### src/nlp_pkg.sv
// Shared types and constants for the next lexicographic permutation unit.
`timescale 1ns / 1ps

package nlp_pkg;

   localparam int DEFAULT_MAX_LEN = 8;
   localparam int ELEM_W          = 16;
   // Index and length fields of a queued beat; wide enough for the largest store
   localparam int IDX_W           = 7;
   localparam int QDEPTH          = 4;
   localparam int QPTR_W          = 2;

   typedef struct packed {
      logic [ELEM_W-1:0] elem_value;
      logic [IDX_W-1:0]  addr;
      logic              wen;
      logic              last;
      logic [IDX_W-1:0]  len;
   } nlp_entry_type;

   typedef enum logic [3:0] {
      ST_IDLE,
      ST_SCAN_RD,
      ST_SCAN_CMP,
      ST_FIND_RD,
      ST_FIND_CMP,
      ST_SWAP1,
      ST_SWAP2,
      ST_REV_RD,
      ST_REV_CMP,
      ST_REV_W2,
      ST_EMIT_RD,
      ST_EMIT_OUT
   } nlp_state_type;

endpackage

### src/nlp_ram.sv
// Generic single-write, dual-read RAM with registered read data.
`timescale 1ns / 1ps

module nlp_ram #(
   parameter int WIDTH = 16,
   parameter int DEPTH = 8
) (
   input  logic                     clock,
   input  logic                     wr_en,
   input  logic [$clog2(DEPTH)-1:0] wr_addr,
   input  logic [WIDTH-1:0]         wr_data,
   input  logic [$clog2(DEPTH)-1:0] rd_addr_a,
   input  logic [$clog2(DEPTH)-1:0] rd_addr_b,
   output logic [WIDTH-1:0]         rd_data_a,
   output logic [WIDTH-1:0]         rd_data_b
);

   logic [WIDTH-1:0] mem_ff [DEPTH];
   logic [WIDTH-1:0] rd_a_ff;
   logic [WIDTH-1:0] rd_b_ff;

   always_ff @(posedge clock) begin
      if (wr_en) begin
         mem_ff[wr_addr] <= wr_data;
      end
      rd_a_ff <= mem_ff[rd_addr_a];
      rd_b_ff <= mem_ff[rd_addr_b];
   end

   assign rd_data_a = rd_a_ff;
   assign rd_data_b = rd_b_ff;

endmodule

### src/nlp_front.sv
// Front end: accepts input beats, tracks the load count and tags each beat.
`timescale 1ns / 1ps

module nlp_front
   import nlp_pkg::*;
#(
   parameter int MAX_LEN = DEFAULT_MAX_LEN
) (
   input  logic                clock,
   input  logic                reset,
   input  logic                req_valid,
   output logic                req_stall,
   input  logic [ELEM_W-1:0]   req_elem_value,
   input  logic                req_is_last,
   output logic                push,
   output nlp_entry_type       push_entry,
   input  logic                queue_full
);

   localparam int LW = $clog2(MAX_LEN + 1);

   logic [LW-1:0] count_ff;
   logic [LW-1:0] count_in;
   logic          room;
   logic [LW-1:0] len_now;

   assign req_stall = queue_full;
   assign push      = req_valid && !queue_full;
   assign room      = count_ff < LW'(MAX_LEN);
   assign len_now   = room ? count_ff + 1'b1 : count_ff;

   always_comb begin
      push_entry.elem_value = req_elem_value;
      push_entry.addr       = IDX_W'(count_ff);
      push_entry.wen        = room;
      push_entry.last       = req_is_last;
      push_entry.len        = IDX_W'(len_now);
   end

   // The last beat closes the sequence even when it is dropped
   always_comb begin
      count_in = count_ff;
      if (push) begin
         count_in = req_is_last ? '0 : len_now;
      end
   end

   always_ff @(posedge clock) begin
      if (reset) begin
         count_ff <= '0;
      end else begin
         count_ff <= count_in;
      end
   end

endmodule

### src/nlp_queue.sv
// Short queue of tagged beats between front and back ends.
`timescale 1ns / 1ps

module nlp_queue
   import nlp_pkg::*;
(
   input  logic          clock,
   input  logic          reset,
   input  logic          push,
   input  nlp_entry_type push_entry,
   output logic          full,
   input  logic          pop,
   output logic          not_empty,
   output nlp_entry_type head
);

   nlp_entry_type       slot_ff [QDEPTH];
   logic [QPTR_W-1:0]   wr_ptr_ff;
   logic [QPTR_W-1:0]   wr_ptr_in;
   logic [QPTR_W-1:0]   rd_ptr_ff;
   logic [QPTR_W-1:0]   rd_ptr_in;
   logic [QPTR_W:0]     count_ff;
   logic [QPTR_W:0]     count_in;
   logic                do_pop;

   assign full      = count_ff == (QPTR_W + 1)'(QDEPTH);
   assign not_empty = count_ff != '0;
   assign head      = slot_ff[rd_ptr_ff];
   assign do_pop    = pop && not_empty;

   always_comb begin
      wr_ptr_in = push   ? wr_ptr_ff + 1'b1 : wr_ptr_ff;
      rd_ptr_in = do_pop ? rd_ptr_ff + 1'b1 : rd_ptr_ff;
      count_in  = count_ff;
      if (push && !do_pop) begin
         count_in = count_ff + 1'b1;
      end else if (!push && do_pop) begin
         count_in = count_ff - 1'b1;
      end
   end

   always_ff @(posedge clock) begin
      if (push) begin
         slot_ff[wr_ptr_ff] <= push_entry;
      end
   end

   always_ff @(posedge clock) begin
      if (reset) begin
         wr_ptr_ff <= '0;
         rd_ptr_ff <= '0;
         count_ff  <= '0;
      end else begin
         wr_ptr_ff <= wr_ptr_in;
         rd_ptr_ff <= rd_ptr_in;
         count_ff  <= count_in;
      end
   end

endmodule

### src/nlp_back.sv
// Back end: stores elements, permutes them in RAM and emits the result beats.
`timescale 1ns / 1ps

module nlp_back
   import nlp_pkg::*;
#(
   parameter int MAX_LEN = DEFAULT_MAX_LEN
) (
   input  logic              clock,
   input  logic              reset,
   input  logic              q_not_empty,
   input  nlp_entry_type     q_head,
   output logic              q_pop,
   output logic              rsp_valid,
   input  logic              rsp_stall,
   output logic [ELEM_W-1:0] rsp_out_value,
   output logic              rsp_out_last,
   output logic              rsp_has_next
);

   localparam int AW = $clog2(MAX_LEN);
   localparam int LW = $clog2(MAX_LEN + 1);

   nlp_state_type     state_ff;
   nlp_state_type     state_in;
   logic [LW-1:0]     len_ff;
   logic [LW-1:0]     len_in;
   logic [AW-1:0]     p_ff;
   logic [AW-1:0]     p_in;
   logic [AW-1:0]     piv_ff;
   logic [AW-1:0]     piv_in;
   logic [AW-1:0]     lo_ff;
   logic [AW-1:0]     lo_in;
   logic [AW-1:0]     hi_ff;
   logic [AW-1:0]     hi_in;
   logic [ELEM_W-1:0] pivval_ff;
   logic [ELEM_W-1:0] pivval_in;
   logic [ELEM_W-1:0] tmp_ff;
   logic [ELEM_W-1:0] tmp_in;
   logic              found_ff;
   logic              found_in;
   logic              out_valid_ff;
   logic              out_valid_in;
   logic [ELEM_W-1:0] out_value_ff;
   logic [ELEM_W-1:0] out_value_in;
   logic              out_last_ff;
   logic              out_last_in;
   logic              out_hn_ff;
   logic              out_hn_in;

   logic              wr_en;
   logic [AW-1:0]     wr_addr;
   logic [ELEM_W-1:0] wr_data;
   logic [AW-1:0]     rd_addr_a;
   logic [AW-1:0]     rd_addr_b;
   logic [ELEM_W-1:0] rd_data_a;
   logic [ELEM_W-1:0] rd_data_b;

   logic [LW-1:0]     len_m1;
   logic [LW-1:0]     head_len;
   logic [LW-1:0]     head_len_m1;
   logic              out_free;
   logic              ascent;
   logic              larger;
   logic              emit_end;

   nlp_ram #(
      .WIDTH (ELEM_W),
      .DEPTH (MAX_LEN)
   ) u_ram (
      .clock     (clock),
      .wr_en     (wr_en),
      .wr_addr   (wr_addr),
      .wr_data   (wr_data),
      .rd_addr_a (rd_addr_a),
      .rd_addr_b (rd_addr_b),
      .rd_data_a (rd_data_a),
      .rd_data_b (rd_data_b)
   );

   assign len_m1      = len_ff - 1'b1;
   assign head_len    = q_head.len[LW-1:0];
   assign head_len_m1 = head_len - 1'b1;
   assign out_free    = !out_valid_ff || !rsp_stall;
   assign ascent      = rd_data_a < rd_data_b;
   assign larger      = rd_data_a > pivval_ff;
   assign emit_end    = p_ff == len_m1[AW-1:0];

   // Next state
   always_comb begin
      state_in = state_ff;
      case (state_ff)
         ST_IDLE: begin
            if (q_not_empty && q_head.last) begin
               state_in = (head_len == LW'(1)) ? ST_EMIT_RD : ST_SCAN_RD;
            end
         end
         ST_SCAN_RD:  state_in = ST_SCAN_CMP;
         ST_SCAN_CMP: begin
            if (ascent) begin
               state_in = ST_FIND_RD;
            end else if (p_ff == AW'(1)) begin
               state_in = ST_EMIT_RD;
            end else begin
               state_in = ST_SCAN_RD;
            end
         end
         ST_FIND_RD:  state_in = ST_FIND_CMP;
         ST_FIND_CMP: state_in = larger ? ST_SWAP1 : ST_FIND_RD;
         ST_SWAP1:    state_in = ST_SWAP2;
         ST_SWAP2:    state_in = ST_REV_RD;
         ST_REV_RD:   state_in = (lo_ff < hi_ff) ? ST_REV_CMP : ST_EMIT_RD;
         ST_REV_CMP:  state_in = ST_REV_W2;
         ST_REV_W2:   state_in = ST_REV_RD;
         ST_EMIT_RD:  state_in = ST_EMIT_OUT;
         ST_EMIT_OUT: begin
            if (out_free) begin
               state_in = emit_end ? ST_IDLE : ST_EMIT_RD;
            end
         end
         default:     state_in = ST_IDLE;
      endcase
   end

   // Datapath and RAM controls
   always_comb begin
      len_in       = len_ff;
      p_in         = p_ff;
      piv_in       = piv_ff;
      lo_in        = lo_ff;
      hi_in        = hi_ff;
      pivval_in    = pivval_ff;
      tmp_in       = tmp_ff;
      found_in     = found_ff;
      out_valid_in = out_valid_ff && rsp_stall;
      out_value_in = out_value_ff;
      out_last_in  = out_last_ff;
      out_hn_in    = out_hn_ff;
      q_pop        = 1'b0;
      wr_en        = 1'b0;
      wr_addr      = p_ff;
      wr_data      = tmp_ff;
      rd_addr_a    = p_ff;
      rd_addr_b    = p_ff;
      case (state_ff)
         ST_IDLE: begin
            q_pop   = q_not_empty;
            wr_en   = q_not_empty && q_head.wen;
            wr_addr = q_head.addr[AW-1:0];
            wr_data = q_head.elem_value;
            if (q_not_empty && q_head.last) begin
               len_in   = head_len;
               found_in = 1'b0;
               p_in     = (head_len == LW'(1)) ? '0 : head_len_m1[AW-1:0];
            end
         end
         ST_SCAN_RD: begin
            rd_addr_a = p_ff - 1'b1;
         end
         ST_SCAN_CMP: begin
            if (ascent) begin
               piv_in    = p_ff - 1'b1;
               pivval_in = rd_data_a;
               found_in  = 1'b1;
               p_in      = len_m1[AW-1:0];
            end else if (p_ff == AW'(1)) begin
               p_in = '0;
            end else begin
               p_in = p_ff - 1'b1;
            end
         end
         ST_FIND_CMP: begin
            if (larger) begin
               tmp_in = rd_data_a;
            end else begin
               p_in = p_ff - 1'b1;
            end
         end
         ST_SWAP1: begin
            wr_en   = 1'b1;
            wr_addr = piv_ff;
            wr_data = tmp_ff;
         end
         ST_SWAP2: begin
            wr_en   = 1'b1;
            wr_addr = p_ff;
            wr_data = pivval_ff;
            lo_in   = piv_ff + 1'b1;
            hi_in   = len_m1[AW-1:0];
         end
         ST_REV_RD: begin
            rd_addr_a = lo_ff;
            rd_addr_b = hi_ff;
            if (!(lo_ff < hi_ff)) begin
               p_in = '0;
            end
         end
         ST_REV_CMP: begin
            wr_en   = 1'b1;
            wr_addr = lo_ff;
            wr_data = rd_data_b;
            tmp_in  = rd_data_a;
         end
         ST_REV_W2: begin
            wr_en   = 1'b1;
            wr_addr = hi_ff;
            wr_data = tmp_ff;
            lo_in   = lo_ff + 1'b1;
            hi_in   = hi_ff - 1'b1;
         end
         ST_EMIT_OUT: begin
            // Keep reading the same entry while the output register is held
            if (out_free) begin
               out_valid_in = 1'b1;
               out_value_in = rd_data_a;
               out_last_in  = emit_end;
               out_hn_in    = found_ff;
               if (!emit_end) begin
                  p_in = p_ff + 1'b1;
               end
            end
         end
         default: begin
         end
      endcase
   end

   always_ff @(posedge clock) begin
      if (reset) begin
         state_ff     <= ST_IDLE;
         out_valid_ff <= 1'b0;
      end else begin
         state_ff     <= state_in;
         out_valid_ff <= out_valid_in;
      end
   end

   always_ff @(posedge clock) begin
      len_ff       <= len_in;
      p_ff         <= p_in;
      piv_ff       <= piv_in;
      lo_ff        <= lo_in;
      hi_ff        <= hi_in;
      pivval_ff    <= pivval_in;
      tmp_ff       <= tmp_in;
      found_ff     <= found_in;
      out_value_ff <= out_value_in;
      out_last_ff  <= out_last_in;
      out_hn_ff    <= out_hn_in;
   end

   assign rsp_valid     = out_valid_ff;
   assign rsp_out_value = out_value_ff;
   assign rsp_out_last  = out_last_ff;
   assign rsp_has_next  = out_hn_ff;

endmodule

### src/next_lexicographic_permutation_unit.sv
// Input beats enter a four-beat queue at one per cycle while it has room; the back end writes one
// per cycle while idle. After the last beat of an L-element sequence, each pivot-scan and search
// step reads then compares, the swap writes in SWAP1 and SWAP2, each reversal pair takes REV_RD,
// REV_CMP and REV_W2, and each element is emitted by EMIT_RD then EMIT_OUT; one RAM write port.
// Reset is synchronous: it clears the load count, the queue, the sequencer and the output valid;
// the element store is not cleared.
`timescale 1ns / 1ps

module next_lexicographic_permutation_unit
   import nlp_pkg::*;
#(
   parameter int MAX_LEN = DEFAULT_MAX_LEN
) (
   input  logic              clock,
   input  logic              reset,
   input  logic              req_valid,
   output logic              req_stall,
   input  logic [ELEM_W-1:0] req_elem_value,
   input  logic              req_is_last,
   output logic              rsp_valid,
   input  logic              rsp_stall,
   output logic [ELEM_W-1:0] rsp_out_value,
   output logic              rsp_out_last,
   output logic              rsp_has_next
);

   logic          push;
   nlp_entry_type push_entry;
   logic          queue_full;
   logic          q_pop;
   logic          q_not_empty;
   nlp_entry_type q_head;

   nlp_front #(
      .MAX_LEN (MAX_LEN)
   ) u_front (
      .clock          (clock),
      .reset          (reset),
      .req_valid      (req_valid),
      .req_stall      (req_stall),
      .req_elem_value (req_elem_value),
      .req_is_last    (req_is_last),
      .push           (push),
      .push_entry     (push_entry),
      .queue_full     (queue_full)
   );

   nlp_queue u_queue (
      .clock      (clock),
      .reset      (reset),
      .push       (push),
      .push_entry (push_entry),
      .full       (queue_full),
      .pop        (q_pop),
      .not_empty  (q_not_empty),
      .head       (q_head)
   );

   nlp_back #(
      .MAX_LEN (MAX_LEN)
   ) u_back (
      .clock         (clock),
      .reset         (reset),
      .q_not_empty   (q_not_empty),
      .q_head        (q_head),
      .q_pop         (q_pop),
      .rsp_valid     (rsp_valid),
      .rsp_stall     (rsp_stall),
      .rsp_out_value (rsp_out_value),
      .rsp_out_last  (rsp_out_last),
      .rsp_has_next  (rsp_has_next)
   );

endmodule

### config.mk
export PLATFORM = sky130hd
export DESIGN_NAME = next_lexicographic_permutation_unit
export DESIGN_NICKNAME = d
export VERILOG_FILES = /design/src/nlp_pkg.sv /design/src/nlp_ram.sv /design/src/nlp_front.sv /design/src/nlp_queue.sv /design/src/nlp_back.sv /design/src/next_lexicographic_permutation_unit.sv
export SDC_FILE = /design/constraint.sdc
export NUM_CORES = 1
export LEC_CHECK = 0
export BUFFER_PORTS_ARGS = -buffer_cell sky130_fd_sc_hd__buf_2
export CELL_PAD_IN_SITES_DETAIL_PLACEMENT = 1
export CELL_PAD_IN_SITES_GLOBAL_PLACEMENT = 1
export CORE_MARGIN = 4
export CORE_UTILIZATION = 50
export DETAILED_ROUTE_END_ITERATION = 16
export PLACE_DENSITY = 0.73
export RECOVER_POWER = 25
export SETUP_SLACK_MARGIN = 0.1
export SYNTH_ARGS = -nofsm -noshare
export SYNTH_HDL_FRONTEND = slang
export SYNTH_HIERARCHICAL = 1
export SYNTH_SLANG_ARGS = --single-unit
### constraint.sdc
create_clock -name clock -period 8.1 [get_ports clock]
set_input_delay 0.405 -clock clock [delete_from_list [all_inputs] [get_ports clock]]
set_output_delay 0.405 -clock clock [all_outputs]
set_load 0.02 [all_outputs]
==> results.sh, run 1 <==
export IMPL_clockBufferDepth=3
export IMPL_wl_per_cell_um=27.0
export IMPL_status="completed"
export IMPL_vias_per_cell=6.25
export IMPL_critical_path_buf_inv_count=1
export IMPL_cts_resized_gates=0
export IMPL_clk_pin_slew_ns=0.06
export IMPL_reg2reg_from="u_back/state_ff[2]$_SDFFE_PP0P_"
export IMPL_power_w=0.00699
export IMPL_holdCritStartpoint="req_elem_value[14]"
export IMPL_crit_chain="inv_1, nor2_1, a22oi_1, o311ai_0, nand2_1, nor2_2"
export IMPL_grt_start_max_net_pins=33
export IMPL_fp_dieW_um=185
export IMPL_cts_buffers=37
export IMPL_rsz0062_at_grt="false"
export IMPL_slowest_stage="nor2_2"
export IMPL_hold_class="in -> reg"
export IMPL_p_leak_nw=6.13
export IMPL_gr_total_overflow=0
export IMPL_grt_antenna_before_repair=0
export IMPL_crit_fanout=23
export IMPL_critPathTopFamily="simple AND/OR/NAND/NOR gates"
export IMPL_insertion_delay_ns=0.53
export IMPL_min_to="u_queue/slot_ff[2][30]$_DFFE_PP_"
export IMPL_dpl_worst_slack_ns=3.96
export IMPL_min_period_ns=4.30
export IMPL_hpwl_mm=24.1
export IMPL_io_buffer_count=40
export IMPL_die_h_um=185
export IMPL_ant_nets=0
export IMPL_period_share_pct=53.1
export IMPL_htreeDepth=2
export IMPL_mappedNetlistNets=1014
export IMPL_crit_required_ns=8.22
export IMPL_core_area_sq_mm=0.0307
export IMPL_cts_num_sinks=344
export IMPL_finalWorstSetupSlack_ns=3.80
export IMPL_final_nets=1049
export IMPL_cts_tree="built"
export IMPL_first_pass_iters=5
export IMPL_post_cts_buffers=0
export IMPL_remaining_drc_errors=0
export IMPL_start_util_pct=50.8
export IMPL_hold_buffers=0
export IMPL_ir_worst_vdd_mv=0.246
export IMPL_hold_viol_final=0
export IMPL_avgSynthCellArea_sq_um=16.5
export IMPL_vias=8773
export IMPL_drive_gt1_share_pct=17.5
export IMPL_worst_r2r_setup_slack_ns=3.80
export IMPL_critPathMaxStageDelay_ns=0.95
export IMPL_min_path_cells=1
export IMPL_syn_area_sq_mm=0.0156
export IMPL_slew_viol_final=0
export IMPL_drt_iter0_drc=866
export IMPL_skew_ns=0.0298
export IMPL_num_rows=64
export IMPL_place_gp_congestion=0.846
export IMPL_path_class="reg -> reg"
export IMPL_worstSetupStartpointType="register"
export IMPL_drv_cap=0
export IMPL_slew_headroom_pct=20.8
export IMPL_grt_pass1_wl_mm=58.1
export IMPL_max_slew_worst_pin_slew_ns=1.19
export IMPL_end_kind="register"
export IMPL_arrival_ns=4.42
export IMPL_wl_mm=38.0
export IMPL_syn_inst=945
export IMPL_gr_usage_all_layers_pct=22.7
export IMPL_setup_viol=0
export IMPL_io_pins=41
export IMPL_synth_warnings=6
export IMPL_n_antenna_cell=0
export IMPL_area_growth_pct=10.4
export IMPL_r2r_end="u_back/u_ram/mem_ff[3][10]$_DFFE_PP_"
export IMPL_grt_pass1_vias=9228
export IMPL_power_per_cell_area_mw_per_mm2=405
export IMPL_r2r_cells=6
export IMPL_root_buffer="clkbuf_16"
export IMPL_fmax_mhz=233
export IMPL_die_area_sq_mm=0.0341
export IMPL_fin_tns_setup_ns=0
area by class of cell:
cell class                 instances  area, sq um
fill                            2847        13500
sequential                       344         9830
multi-input combinational        481         5210
clock buffer                      54         1050
tap                              396          495
timing repair buffer              62          327
inverter                          54          203
clock inverter                    13          140
worst max path at each step:
stage                     slack, ns                             from  cells after the start                              endpoint
final                          3.80  u_back/state_ff[2]$_SDFFE_PP0P_                      6  u_back/u_ram/mem_ff[3][10]$_DFFE_PP_
after global routing           3.62  u_back/state_ff[2]$_SDFFE_PP0P_                      6   u_back/u_ram/mem_ff[3][6]$_DFFE_PP_
after CTS                      3.90  u_back/state_ff[2]$_SDFFE_PP0P_                      6   u_back/u_ram/mem_ff[3][4]$_DFFE_PP_
after detailed placement       3.96  u_back/state_ff[2]$_SDFFE_PP0P_                      6  u_back/u_ram/mem_ff[3][14]$_DFFE_PP_
after global placement         4.17  u_back/state_ff[2]$_SDFFE_PP0P_                      6  u_back/u_ram/mem_ff[2][14]$_DFFE_PP_
after floorplan                4.93                         register                      6   u_back/u_ram/mem_ff[0][0]$_DFFE_PP_
placed cells by master (no fill, tap or decap), types with 31 or more instances in the layout:
cell type  instances
clkbuf_1          43
clkbuf_16         38
dfxtp_1           49
edfxtp_1         294
ha_1              47
inv_1             54
mux2_2            32
mux4_1            58
mux4_2            31
nand2_1           65
nor2_1            34
routing by layer:
layer | vias to the layer above | part of all wire [%] | GRT usage (%)
li1 | 3848 | - | -
met1 | 4563 | 42 | 32.2
met2 | 307 | 48 | 37.1
met3 | 55 | 7.0 | 3.81
met4 | 0 | 2.2 | 5.81
met5 | - | 0 | 0
stage by stage:
| step | std cells | area [sq um] | hold WS, ns | utilization, % |
|---|---|---|---|---|
| 2_1_floorplan | 945 | 15600 | 0.400 | - |
| 3_3_place_gp | 1337 | 16100 | 0.405 | 52.4 |
| 3_5_place_dp | 1337 | 16100 | 0.409 | 52.4 |
| 4_1_cts | 1404 | 17300 | 0.0723 | 56.3 |
| 5_1_grt | 1404 | 17300 | 0.137 | 56.1 |
| 6_report | 1404 | 17300 | 0.133 | 56.1 |
worst register-to-register path: stages (launching register included):
cell and delay [ns]:
dfxtp_1 0.86, inv_1 0.47, nor2_1 0.33, a22oi_1 0.14, o311ai_0 0.92, nand2_1 0.23, nor2_2 0.95
registers in the layout, summed over array words and instances (netlist names), 4 cells and up, named ones only:
register                flops
u_queue/slot_ff           100
u_back/tmp_ff              16
u_back/pivval_ff           16
u_back/u_ram/rd_data_b     16
u_back/u_ram/mem_ff       128
u_back/state_ff             4
u_back/u_ram/rd_data_a     16
u_back/rsp_out_value       16
u_front/count_ff            4
power by group:
part / internal (W) / switching (W) / total [W]
clock: 0.000971 / 0.000675 / 0.00165
sequential: 0.00257 / 0.000294 / 0.00287
combinational: 0.00107 / 0.00140 / 0.00248
Note: power is estimated with default switching activity, not from simulation.
==> inputs of run 2 (changes only) <==
==> constraint.sdc (replaced) <==
create_clock -name clock -period 4.3 [get_ports clock]
set_input_delay 0.215 -clock clock [delete_from_list [all_inputs] [get_ports clock]]
set_output_delay 0.215 -clock clock [all_outputs]
set_load 0.02 [all_outputs]
==> results.sh, run 2 (synthesis results as in run 1) <==
export IMPL_grt_start_max_net_pins=33
export IMPL_drt_iter0_drc=742
export IMPL_num_rows=64
export IMPL_gr_usage_all_layers_pct=22.9
export IMPL_first_pass_iters=5
export IMPL_start_util_pct=50.8
export IMPL_core_area_sq_mm=0.0307
export IMPL_hpwl_mm=25.1
export IMPL_period_share_pct=79.6
export IMPL_io_buffer_count=40
export IMPL_end_kind="register"
export IMPL_setup_viol=0
export IMPL_htreeDepth=2
export IMPL_critPathMaxStageDelay_ns=0.66
export IMPL_fp_dieW_um=185
export IMPL_critPathTopFamily="multiplexers"
export IMPL_path_class="reg -> reg"
export IMPL_cts_resized_gates=0
export IMPL_root_buffer="clkbuf_16"
export IMPL_die_h_um=185
export IMPL_r2r_cells=7
export IMPL_status="completed"
export IMPL_endpoint="u_back/u_ram/rd_data_b[4]$_DFF_P_"
export IMPL_ant_nets=0
export IMPL_multi_input_area_sq_mm=0.00520
export IMPL_drive_gt1_share_pct=17.8
export IMPL_slowest_stage="dfxtp_1"
export IMPL_clk_pin_slew_ns=0.06
export IMPL_die_area_sq_mm=0.0341
export IMPL_cts_num_sinks=344
export IMPL_holdCritStartpoint="rsp_stall"
export IMPL_remaining_drc_errors=0
export IMPL_wl_per_cell_um=26.8
export IMPL_area_growth_pct=11.9
export IMPL_grt_antenna_before_repair=0
export IMPL_cts_tree="built"
export IMPL_io_pins=41
export IMPL_final_seq_area_sq_mm=0.00983
export IMPL_hold_viol_final=0
export IMPL_grt_pass1_vias=9240
export IMPL_layout_commonest_cell="edfxtp_1"
export IMPL_top_register="u_back/u_ram/mem_ff"
export IMPL_crit_start="u_back/state_ff[0]$_SDFFE_PP0P_"
export IMPL_finalWorstSetupSlack_ns=0.876
export IMPL_reg2reg_from="u_back/state_ff[0]$_SDFFE_PP0P_"
export IMPL_clockBufferDepth=3
export IMPL_biggestRegsByFlops="u_back/u_ram/mem_ff x128, u_queue/slot_ff x100"
export IMPL_crit_fanout=32
export IMPL_ir_worst_vdd_mv=0.458
export IMPL_hold_class="in -> reg"
export IMPL_skew_ns=0.00997
export IMPL_largest_reg_flops=128
export IMPL_dpl_worst_slack_ns=0.914
export IMPL_crit_required_ns=4.70
export IMPL_fin_tns_setup_ns=0
export IMPL_max_slew_worst_pin_slew_ns=1.07
export IMPL_critical_path_buf_inv_count=2
export IMPL_drv_cap=0
export IMPL_vias_per_cell=6.08
export IMPL_stdcell_area_sq_mm=0.0175
export IMPL_arrival_ns=3.82
export IMPL_min_period_ns=3.42
export IMPL_power_per_cell_area_mw_per_mm2=754
export IMPL_insertion_delay_ns=0.51
export IMPL_filler_cell_count=2822
export IMPL_cp_depth=7
export IMPL_final_nets=1075
export IMPL_final_cell_mix="edfxtp_1, nand2_1, mux4_1"
export IMPL_p_leak_nw=6.25
export IMPL_r2r_end="u_back/u_ram/rd_data_b[4]$_DFF_P_"
export IMPL_n_antenna_cell=0
export IMPL_fmax_mhz=292
export IMPL_slew_headroom_pct=27.4
export IMPL_worstSetupStartpointType="register"
export IMPL_place_gp_congestion=0.837
export IMPL_slew_viol_final=0
export IMPL_hold_slack_ns=0.0388
export IMPL_place_area_sq_mm=0.0162
export IMPL_grt_pass1_wl_mm=58.2
export IMPL_worst_r2r_setup_slack_ns=0.88
export IMPL_rsz0062_at_grt="false"
export IMPL_cts_buffers=37
export IMPL_gr_total_overflow=0
export IMPL_crit_chain="inv_1, nor2_1, nand3_1, o21ai_4, buf_4, mux4_1, mux2_2"
export IMPL_wl_mm=38.3
export IMPL_vias=8707
run 2: cell types whose count changed in the layout (fill, tap and decap cells not counted), sizes merged:
cell	previous run	this run
dlygate4sd3	0	17
clkinv	9	10
clkbuf	85	89
buf	31	36
run 2: worst min path at each step:
stage               slack [ns]  cells after the start                            end
global placement          0.41                      0  u_back/rsp_has_next$_DFFE_PP_
detailed placement        0.41                      0  u_back/rsp_has_next$_DFFE_PP_
global route              0.03                      3    u_back/rsp_valid$_SDFF_PP0_
finish                    0.04                      3    u_back/rsp_valid$_SDFF_PP0_
CTS                       0.01                      3    u_back/rsp_valid$_SDFF_PP0_
floorplan                 0.28                      1    u_back/rsp_valid$_SDFF_PP0_
run 2: per-layer routing:
metal	vias up	track usage (%)	wire, um
met5	-	0	0
met4	0	5.64	869
met3	53	5.01	2210
met2	234	37.7	18500
met1	4540	31.6	16700
li1	3880	-	-
run 2: repair_timing:
action / CTS / global route
setup endpoints to repair: 0 / 0
setup buffers: 0 / 0
endpoints found under the hold margin: 68 / 0
hold buffers: 17 / 0
run 2: layout make-up:
type                    instances  share of cell area, %
flip-flops and latches        344                   56.2
multi-input cells             481                   29.8
clock buffers                  54                   6.13
repair buffers                 88                   3.20
well taps                     396                   2.83
inverters                      54                   1.16
clock inverters                14                  0.701
run 2: power breakdown:
part	switching [W]	internal [W]	total (W)	leakage, nW
clock	0.00126	0.00185	0.00311	0.587
sequential	0.000543	0.00484	0.00539	3.09
combinational	0.00263	0.00205	0.00468	2.57
run 2: metrics by stage:
stage | total power [W] | utilization, % | cells
after floorplan | 0.00861 | - | 945
after global placement | 0.00989 | 52.6 | 1346
after detailed placement | 0.0101 | 52.6 | 1346
after CTS | 0.0133 | 57.0 | 1431
after global routing | 0.0139 | 56.9 | 1431
final | 0.0132 | 56.9 | 1431
run 2: tightest hold or removal path, stage by stage:
cell and delay (ns):
buf_2 0.12, nand2_1 0.09, a21oi_1 0.07
